--- config.mk ---
export PLATFORM = sky130hd
export DESIGN_NAME = stkf_cell
export DESIGN_NICKNAME = d
export VERILOG_FILES = /design/src/hw/rtl/stkf_pkg.sv /design/src/hw/rtl/stkf_cell.sv
export SDC_FILE = /design/constraint.sdc
export NUM_CORES = 1
export LEC_CHECK = 0
export BUFFER_PORTS_ARGS = -buffer_cell sky130_fd_sc_hd__buf_2
export CELL_PAD_IN_SITES_DETAIL_PLACEMENT = 2
export CELL_PAD_IN_SITES_GLOBAL_PLACEMENT = 2
export CORE_ASPECT_RATIO = 1.2
export CORE_UTILIZATION = 26
export DETAILED_ROUTE_END_ITERATION = 7
export HOLD_SLACK_MARGIN = 0.08
export PLACE_DENSITY = 0.77
export REMOVE_ABC_BUFFERS = 1
export SLEW_MARGIN = 10
export SYNTH_ARGS = -nofsm -noshare
export SYNTH_HDL_FRONTEND = slang
export SYNTH_SLANG_ARGS = --single-unit
--- constraint.sdc ---
create_clock -name clk -period 4.5 [get_ports clk]
set_input_delay 0.225 -clock clk [delete_from_list [all_inputs] [get_ports clk]]
set_output_delay 0.225 -clock clk [all_outputs]
set_load 0.005 [all_outputs]
--- src/hw/rtl/stkf_pkg.sv ---
// Shared constants and types for the streaming top-k frequency counter.
// Used by stkf_cell and stream_top_k_frequent; depends on nothing else.
package stkf_pkg;

	localparam int ENTRIES = 64;
	localparam int MAX_K = 8;

	localparam int VAL_W = 16;
	localparam int COUNT_W = 16;
	localparam int TOPC_W = 4;
	localparam int RANK_W = 3;

	localparam logic [COUNT_W-1:0] COUNT_MAX = {COUNT_W{1'b1}};

	localparam int HELD_W = $clog2(ENTRIES + 1);
	localparam int RD_N = (MAX_K < ENTRIES) ? MAX_K : ENTRIES;
	localparam int RD_W = (RD_N > 1) ? $clog2(RD_N) : 1;
	localparam int NUM_W = RD_W + 1;

	typedef struct packed {
		logic clear;
		logic upd;
	} cell_ctl_t;

endpackage

--- src/hw/rtl/stkf_cell.sv ---
// One cell of the sorted frequency list: holds a value, its count and a valid bit.
// Takes its left neighbor's entry or the broadcast key when the list shifts.
// Depends on stkf_pkg.
module stkf_cell import stkf_pkg::*; (
	input  logic               clk,
	input  logic               arst_n,
	input  cell_ctl_t          ctl,
	input  logic [VAL_W-1:0]   key_value,
	input  logic [COUNT_W-1:0] key_count,
	input  logic               is_target,
	input  logic               le_target,
	input  logic [VAL_W-1:0]   left_value,
	input  logic [COUNT_W-1:0] left_count,
	input  logic               left_valid,
	input  logic               left_zone,
	output logic [VAL_W-1:0]   value,
	output logic [COUNT_W-1:0] count,
	output logic               valid,
	output logic               zone
);

	logic [VAL_W-1:0]   value_q;
	logic [COUNT_W-1:0] count_q;
	logic               valid_q;
	logic               after_key;

	assign after_key = !valid_q || (count_q < key_count) ||
		((count_q == key_count) && (value_q > key_value));
	assign zone = le_target && (is_target || after_key);

	always_ff @(posedge clk or negedge arst_n) begin
		if (!arst_n) begin
			valid_q <= 1'b0;
		end else if (ctl.clear) begin
			valid_q <= 1'b0;
		end else if (ctl.upd && zone) begin
			valid_q <= left_zone ? left_valid : 1'b1;
		end
	end

	always_ff @(posedge clk) begin
		if (ctl.upd && zone) begin
			if (left_zone) begin
				value_q <= left_value;
				count_q <= left_count;
			end else begin
				value_q <= key_value;
				count_q <= key_count;
			end
		end
	end

	assign value = value_q;
	assign count = count_q;
	assign valid = valid_q;

endmodule

Yosys cells after proc, flatten, opt, wreduce, memory -nomap -nowiden
Cells that the tools add are included.
{ "totals": {"regBits": 33, "in_bits": 72, "out_inout_bits": 34, "word_cells": 19} }
{ "op_classes": {"order_cmp": 2, "n_eq_ne": 1, "mux": 5, "reduce_logical": 8} }
{ "op_table": {"columns": ["cell", "n"], "rows": [
  ["two-way mux 16 bit", 2],
  ["== test 16 bit", 1],
  ["greater-than comparator 16 bit", 1],
  ["< comparator 16 bit", 1],
  ["logical AND 1 bit", 3],
  ["logical OR 1 bit", 3],
  ["two-way mux 1 bit", 3],
  ["nonzero test 2 bit", 1],
  ["zero test 1 bit", 1]
]} }

Logic depth before layout (Yosys ltp)
Gate-level depths: netlist of run 1.
{ "logic_depth": {"word_depth": 8, "ltp_mapped": 8, "ltp_nobuf": 8} }

Least setup slack after synthesis of run 1
No wires, ideal clock.
{ "synth_path": {"path_type": "register to register", "startpoint": "register count_q[15] (netlist: count[15])", "endpoint": "register count_q[0] (netlist: count[0]), enable pin", "setup_time_ns": 0.421, "arrival_ns": 2.853, "t_required_ns": 4.079, "setup_slack_ns": 1.226, "stages_incl_launch_ff": 8, "path_buffers": 0, "synth_period_minus_slack_ns": 3.274, "cell_sequence": "edfxtp_1 > ha_1 > nand2_1 > nor4_1 > nand4_1 > o21ai_0 > a22oi_2 > nor2_1"} }
{ "synth_between": {"elab_chain_cells": 6, "elab_cells_between_ends": 8, "cone_classes": "order compare (1); eq/ne (1); reduce/logical (6)"} }
{ "synth_lines": {"columns": ["element", "line_no", "source"], "rows": [
  ["start: declaration", "stkf_cell.sv:23", "logic [COUNT_W-1:0] count_q;"],
  ["start signal: assignment", "stkf_cell.sv:45", "count_q <= left_count;"],
  ["start signal: assignment", "stkf_cell.sv:48", "count_q <= key_count;"],
  ["< comparator 16 bit or == test 16 bit (tied branches)", "stkf_cell.sv:27, stkf_cell.sv:28", null],
  ["logical OR 1 bit or logical AND 1 bit (tied branches)", "stkf_cell.sv:27, stkf_cell.sv:28", null],
  ["logical OR 1 bit (*)", "stkf_cell.sv:27", "assign after_key = !valid_q || (count_q < key_count) ||"],
  ["logical OR 1 bit (*)", "stkf_cell.sv:29", "assign zone = le_target && (is_target || after_key);"],
  ["logical AND 1 bit (*)", "stkf_cell.sv:29", null],
  ["logical AND 1 bit (*)", "stkf_cell.sv:42", "if (ctl.upd && zone) begin"]
]} }
Every way passes the cells marked *; elsewhere a longest branch is shown, timed or not.
A chain may end at the register's enable or synchronous reset.

Worst setup path after layout of run 1
{ "layout_path": {"startpoint": "register value_q[15] (netlist: value[15])", "endpoint": "register count_q[8] (netlist: count[8]), enable pin"} }
{ "layout_between": {"elab_chain_cells": 6} }
{ "layout_lines": {"columns": ["element", "line_no", "source"], "rows": [
  ["start: declaration", "stkf_cell.sv:22", "logic [VAL_W-1:0] value_q;"],
  ["start signal: assignment", "stkf_cell.sv:44", "value_q <= left_value;"],
  ["start signal: assignment", "stkf_cell.sv:47", "value_q <= key_value;"],
  ["greater-than comparator 16 bit", "stkf_cell.sv:28", "((count_q == key_count) && (value_q > key_value));"],
  ["logical AND 1 bit", "stkf_cell.sv:28", null],
  ["logical OR 1 bit", "stkf_cell.sv:27", null],
  ["logical OR 1 bit", "stkf_cell.sv:29", null],
  ["logical AND 1 bit", "stkf_cell.sv:29", null],
  ["logical AND 1 bit", "stkf_cell.sv:42", null]
]} }
Every way passes these cells.

==> flow_metrics.env, run 1 <==
export IMPL_synth_seq_cells=33
export IMPL_tns_ns=0
export IMPL_worst_slack_ns=1.70
export IMPL_routed_wl_microns=6290
export IMPL_numCtsBuffers=5
export IMPL_rsz0062_at_grt="no"
export IMPL_yosysUniqueCellTypes=28
export IMPL_clk_pin_slew_ns=0.07
export IMPL_place_hpwl_microns=5260
export IMPL_finalMaxSlewViolations=0
export IMPL_fin_area_sq_um=2880
export IMPL_initialDrtViolationCount=40
export IMPL_cts_resized=0
export IMPL_path_max_fanout=32
export IMPL_hold_end="valid"
export IMPL_cp_end_kind="flop"
export IMPL_cts_tree="done"
export IMPL_core_sq_um=8110
export IMPL_hp_start="ctl[1]"
export IMPL_hp_class="input pin to flop"
export IMPL_worstSkewPairLatency_ns=0.28
export IMPL_tightest_slew_ns=0.950
export IMPL_r2r_cells=7
export IMPL_hold_ws_ns=0.196
export IMPL_grt_pass1_vias=2191
export IMPL_initial_core_util=0.266
export IMPL_r2r_setup_slack_ns=1.70
export IMPL_holdPathStages=3
export IMPL_min_period_ns=2.80
export IMPL_htreeDepth=2
export IMPL_peakVddDrop_uv=91.7
export IMPL_cap_violations=0
export IMPL_grt_usage=0.150
export IMPL_final_util=0.355
export IMPL_rows=36
export IMPL_firstDrtPassIters=3
export IMPL_gr_total_overflow=0
export IMPL_syn_to_final_growth_pct=33.2
export IMPL_max_freq_ghz=0.357
export IMPL_diodes=0
export IMPL_die_w_microns=85.2
export IMPL_clkSinkCount=33
export IMPL_cp_start_kind="flop"
export IMPL_dieHeight_microns=102
export IMPL_grt_max_degree=34
export IMPL_status="complete, no violations"
export IMPL_crit_type="flop to flop"
export IMPL_fin_skew_ns=0.00509
export IMPL_wire_per_inst_microns=14.7
export IMPL_cts_root_buf="clkbuf_8"
export IMPL_via_per_inst=4.76
export IMPL_postPlaceCellArea_sq_um=2790
export IMPL_timing_rr_start="value[15]"
export IMPL_cp_required_ns=4.41
export IMPL_syn_area_sq_um=2160
export IMPL_synth_seq_area_share=0.457
export IMPL_dieArea_sq_um=8680
export IMPL_cts_path_max_buffers=2
export IMPL_r2r_end="count[8]"
export IMPL_place_congestion=0.672
export IMPL_fin_crit_sh=0.622
export IMPL_postRouteAntennaNets=0
export IMPL_pre_cts_ws_ns=1.60
export IMPL_drive_above_1_share=0.358
export IMPL_portBuffers=105
export IMPL_syn_area_per_cell_sq_um=9.64
export IMPL_final_nets=435
export IMPL_fillers=969
export IMPL_power_leakage_uw=0.00142
export IMPL_cts_setup_buffers=0
export IMPL_setup_viol=0
export IMPL_drc=0
export IMPL_grt_pass1_wl_microns=9980
export IMPL_ios=106
export IMPL_ys_warn_count=0
export IMPL_slew_headroom=0.365
export IMPL_vias=2032
export IMPL_cellPowerDensity_nw_per_um2=256
export IMPL_antenna_found_initial=0
export IMPL_synthCells=224
export IMPL_hold_viol_final=0
export IMPL_mostFrequentLayoutCells="buf_2, nand2_1, inv_1"
export IMPL_arrival_ns=2.70
export IMPL_final_common_cell="buf_2"
-- per-stage QoR --
step,std cells,total power (uW)
6_report,427,736
5_1_grt,427,788
4_1_cts,427,756
3_5_place_dp,418,532
3_3_place_gp,418,524
2_1_floorplan,217,447
-- area by class of cell --
class / instances / area, sq um / share of cell area
tap: 95 / 119 / 0.0413
timing repair buffer: 107 / 543 / 0.189
multi-input combinational: 149 / 1020 / 0.353
inverter: 35 / 131 / 0.0457
sequential: 33 / 986 / 0.343
clock inverter: 3 / 12.5 / 0.00435
clock buffer: 5 / 68.8 / 0.0239
-- power breakdown --
| part | leakage, uW | total [uW] | switching (uW) | internal (uW) |
|---|---|---|---|---|
| clock network | 0.0000430 | 216 | 112 | 104 |
| registers | 0.000315 | 368 | 8.47 | 359 |
| logic | 0.00106 | 153 | 82.3 | 70.3 |
-- registers in the layout, indices dropped and copies added (netlist names) --
| name | flops |
|---|---|
| value | 16 |
| count | 16 |
| valid | 1 |
-- repair_timing --
action	in CTS	in global routing
hold buffers	1	0
endpoints found under the hold margin	1	0
endpoints found under the setup margin	0	0
-- cell usage after synthesis --
| master | number | share of area |
|---|---|---|
| a2111oi_2 | 1 | 0.0070 |
| o211ai_1 | 1 | 0.0035 |
| or2_1 | 1 | 0.0029 |
| mux2_2 | 2 | 0.010 |
| a22oi_2 | 1 | 0.0058 |
| o31ai_1 | 1 | 0.0035 |
| nor3_1 | 1 | 0.0023 |
| or3_2 | 1 | 0.0035 |
| o21ai_0 | 32 | 0.074 |
| a21oi_1 | 15 | 0.035 |
| nor2_1 | 4 | 0.0070 |
| o221a_2 | 1 | 0.0052 |
| inv_1 | 35 | 0.061 |
| nand2_1 | 38 | 0.066 |
| or4_1 | 1 | 0.0035 |
| nand3_1 | 2 | 0.0046 |
| clkbuf_1 | 6 | 0.010 |
| o21ai_1 | 1 | 0.0023 |
| edfxtp_1 | 32 | 0.44 |
| ha_1 | 32 | 0.19 |
| a21o_1 | 2 | 0.0070 |
| nand4_1 | 6 | 0.017 |
| nor2b_1 | 2 | 0.0058 |
| o41a_1 | 1 | 0.0052 |
| a211oi_1 | 2 | 0.0070 |
| dfrtp_1 | 1 | 0.012 |
| buf_6 | 1 | 0.0052 |
| nor4_1 | 1 | 0.0029 |
-- metal layers --
metal	track usage	up-vias	routed length, microns	part of all wire
li1	-	1001	-	-
met4	0.0352	0	40	0.0064
met1	0.153	966	2430	0.39
met2	0.300	61	3490	0.55
met3	0.0412	4	335	0.053
met5	0	-	0	0
-- critical path, cell delays in order (launching register included) --
cell	delay, ns
edfxtp_1	0.39
ha_1	0.36
nand4_1	0.12
or2_1	0.29
a211oi_1	0.24
or4_1	0.17
a22oi_2	0.09
nor2_4	0.76
-- how the worst max path moves through the flow --
stage	from	to	slack, ns	cells past startpoint
floorplan	count[15]	count[0]	1.23	7
global placement	count[13]	value[12]	1.67	7
detailed placement	count[15]	count[4]	1.60	7
CTS	count[15]	count[13]	1.58	7
global route	count[15]	count[7]	1.44	7
finish	value[15]	count[8]	1.70	7
-- kinds of logic (layout without fill, tap and decap cells) --
group                    Yosys count  in the layout  share of synthesized area
AND/OR/NAND/NOR                   57             57                      0.116
adder cells (fa/ha/maj)           32             32                      0.185
multiplexers                       2              2                     0.0104
flip-flops                        33             33                      0.457
buffers and inverters             42            150                     0.0765
AO/OA/AOI/OAI                     58             58                      0.155
Note: power is estimated with default switching activity, not from simulation.
==> run 2, diff against run 1 <==
clock period = 2.7 ns   (was 4.5 ns; I/O delays follow)
==> flow_metrics.env, run 2 (same netlist as run 1, synthesis figures left out) <==
export IMPL_routed_wl_microns=6220
export IMPL_postPlaceCellArea_sq_um=2840
export IMPL_hold_viol_final=0
export IMPL_grt_pass1_wl_microns=9830
export IMPL_cts_path_max_buffers=2
export IMPL_clkSinkCount=33
export IMPL_tightest_slew_ns=0.873
export IMPL_diodes=0
export IMPL_violations="negative setup slack"
export IMPL_gr_total_overflow=0
export IMPL_initialDrtViolationCount=17
export IMPL_place_congestion=0.696
export IMPL_vias=2055
export IMPL_min_period_ns=2.73
export IMPL_ios=106
export IMPL_dieHeight_microns=102
export IMPL_fin_skew_ns=0.00725
export IMPL_hp_class="input pin to flop"
export IMPL_die_w_microns=85.2
export IMPL_peakVddDrop_uv=137
export IMPL_rsz0062_at_grt="yes"
export IMPL_seq_area_sq_um=986
export IMPL_cts_root_buf="clkbuf_8"
export IMPL_cp_end_kind="output pin"
export IMPL_cp_required_ns=2.57
export IMPL_via_per_inst=4.72
export IMPL_cts_tree="done"
export IMPL_dieArea_sq_um=8680
export IMPL_worstSkewPairLatency_ns=0.28
export IMPL_status="finished, violations left"
export IMPL_core_sq_um=8110
export IMPL_setup_viol=1
export IMPL_wire_per_inst_microns=14.3
export IMPL_syn_to_final_growth_pct=39.6
export IMPL_final_util=0.372
export IMPL_fin_area_sq_um=3010
export IMPL_htreeDepth=2
export IMPL_cap_violations=0
export IMPL_portBuffers=105
export IMPL_max_freq_ghz=0.367
export IMPL_power_leakage_uw=0.00146
export IMPL_initial_core_util=0.266
export IMPL_slew_headroom=0.417
export IMPL_postRouteAntennaNets=0
export IMPL_rows=36
export IMPL_firstDrtPassIters=3
export IMPL_grt_pass1_vias=2112
export IMPL_finalMaxSlewViolations=0
export IMPL_fillers=949
export IMPL_antenna_found_initial=0
export IMPL_worst_slack_ns=-0.0259
export IMPL_numCtsBuffers=5
export IMPL_cellPowerDensity_nw_per_um2=413
export IMPL_grt_max_degree=33
export IMPL_final_nets=444
export IMPL_fin_crit_sh=1.01
export IMPL_path_max_fanout=3
export IMPL_grt_usage=0.146
export IMPL_cp_start_kind="flop"
export IMPL_arrival_ns=2.59
export IMPL_drc=0
export IMPL_drive_above_1_share=0.400
export IMPL_multiInputGateArea_sq_um=1090
export IMPL_clk_pin_slew_ns=0.07
export IMPL_crit_type="flop to output pin"
export IMPL_place_hpwl_microns=5120
export IMPL_final_common_cell="buf_2"
export IMPL_mostFrequentLayoutCells="buf_2, nand2_1, inv_1"
-- run 2: where the power goes --
part | internal, uW | switching (uW)
clock network | 174 | 178
registers | 599 | 14.9
logic | 134 | 144
total | 907 | 337
-- run 2: path summary, 6_finish.rpt --
check                           from        to  slack [ns]  depth (start not counted)
min reg2reg                    valid     valid        0.72                          3
max in group asynchronous     arst_n     valid        2.45                          2
max reg2reg                count[15]  count[9]        0.05                          7
max                        value[15]      zone       -0.03                          9
min in group asynchronous     arst_n     valid        0.17                          2
min                           ctl[1]     valid        0.11                          3
-- run 2: final cells by class --
type,count,area share
sequential,33,0.327
inverter,35,0.0436
multi-input combinational,150,0.363
clock inverter,1,0.00125
clock buffer,6,0.0241
tap,95,0.0394
timing repair buffer,115,0.201
-- run 2: critical path, cell delays in order, from the launching register on --
cell and delay [ns]:
edfxtp_1 0.43, ha_4 0.24, buf_6 0.12, a2111oi_4 0.26, o21ai_1 0.12, or4_4 0.50
a22oi_2 0.29, buf_4 0.19, nor2b_1 0.04, buf_2 0.12
-- run 2: layer usage --
metal  routed length (microns)  vias to the layer above  track usage
met5                         0                        -            0
met4                        30                        0       0.0391
met3                       373                        2       0.0380
met2                      3370                       59        0.282
met1                      2450                      974        0.157
li1                          -                     1020            -
-- run 2: timing repair --
action                                 CTS  global route
hold buffers                             1             0
buffers inserted                         0             1
endpoints found under the hold margin    1             0
gates resized for setup                 12             0
cloned                                   0             1
setup endpoints to repair               33            33
pin swaps                                5             3
-- run 2: metrics by stage --
step           std cells  setup TNS (ns)  setup WS (ns)  total power [uW]  hold slack (ns)
4_1_cts              433          -0.993        -0.0360              1270           0.0935
3_5_place_dp         425           -5.78         -0.181               895          -0.0888
5_1_grt              435           -2.59         -0.155              1320            0.110
6_report             435         -0.0259        -0.0259              1240            0.105
3_3_place_gp         425          -0.831        -0.0280               879          -0.0881
2_1_floorplan        217          -18.35         -0.574               746           -0.161
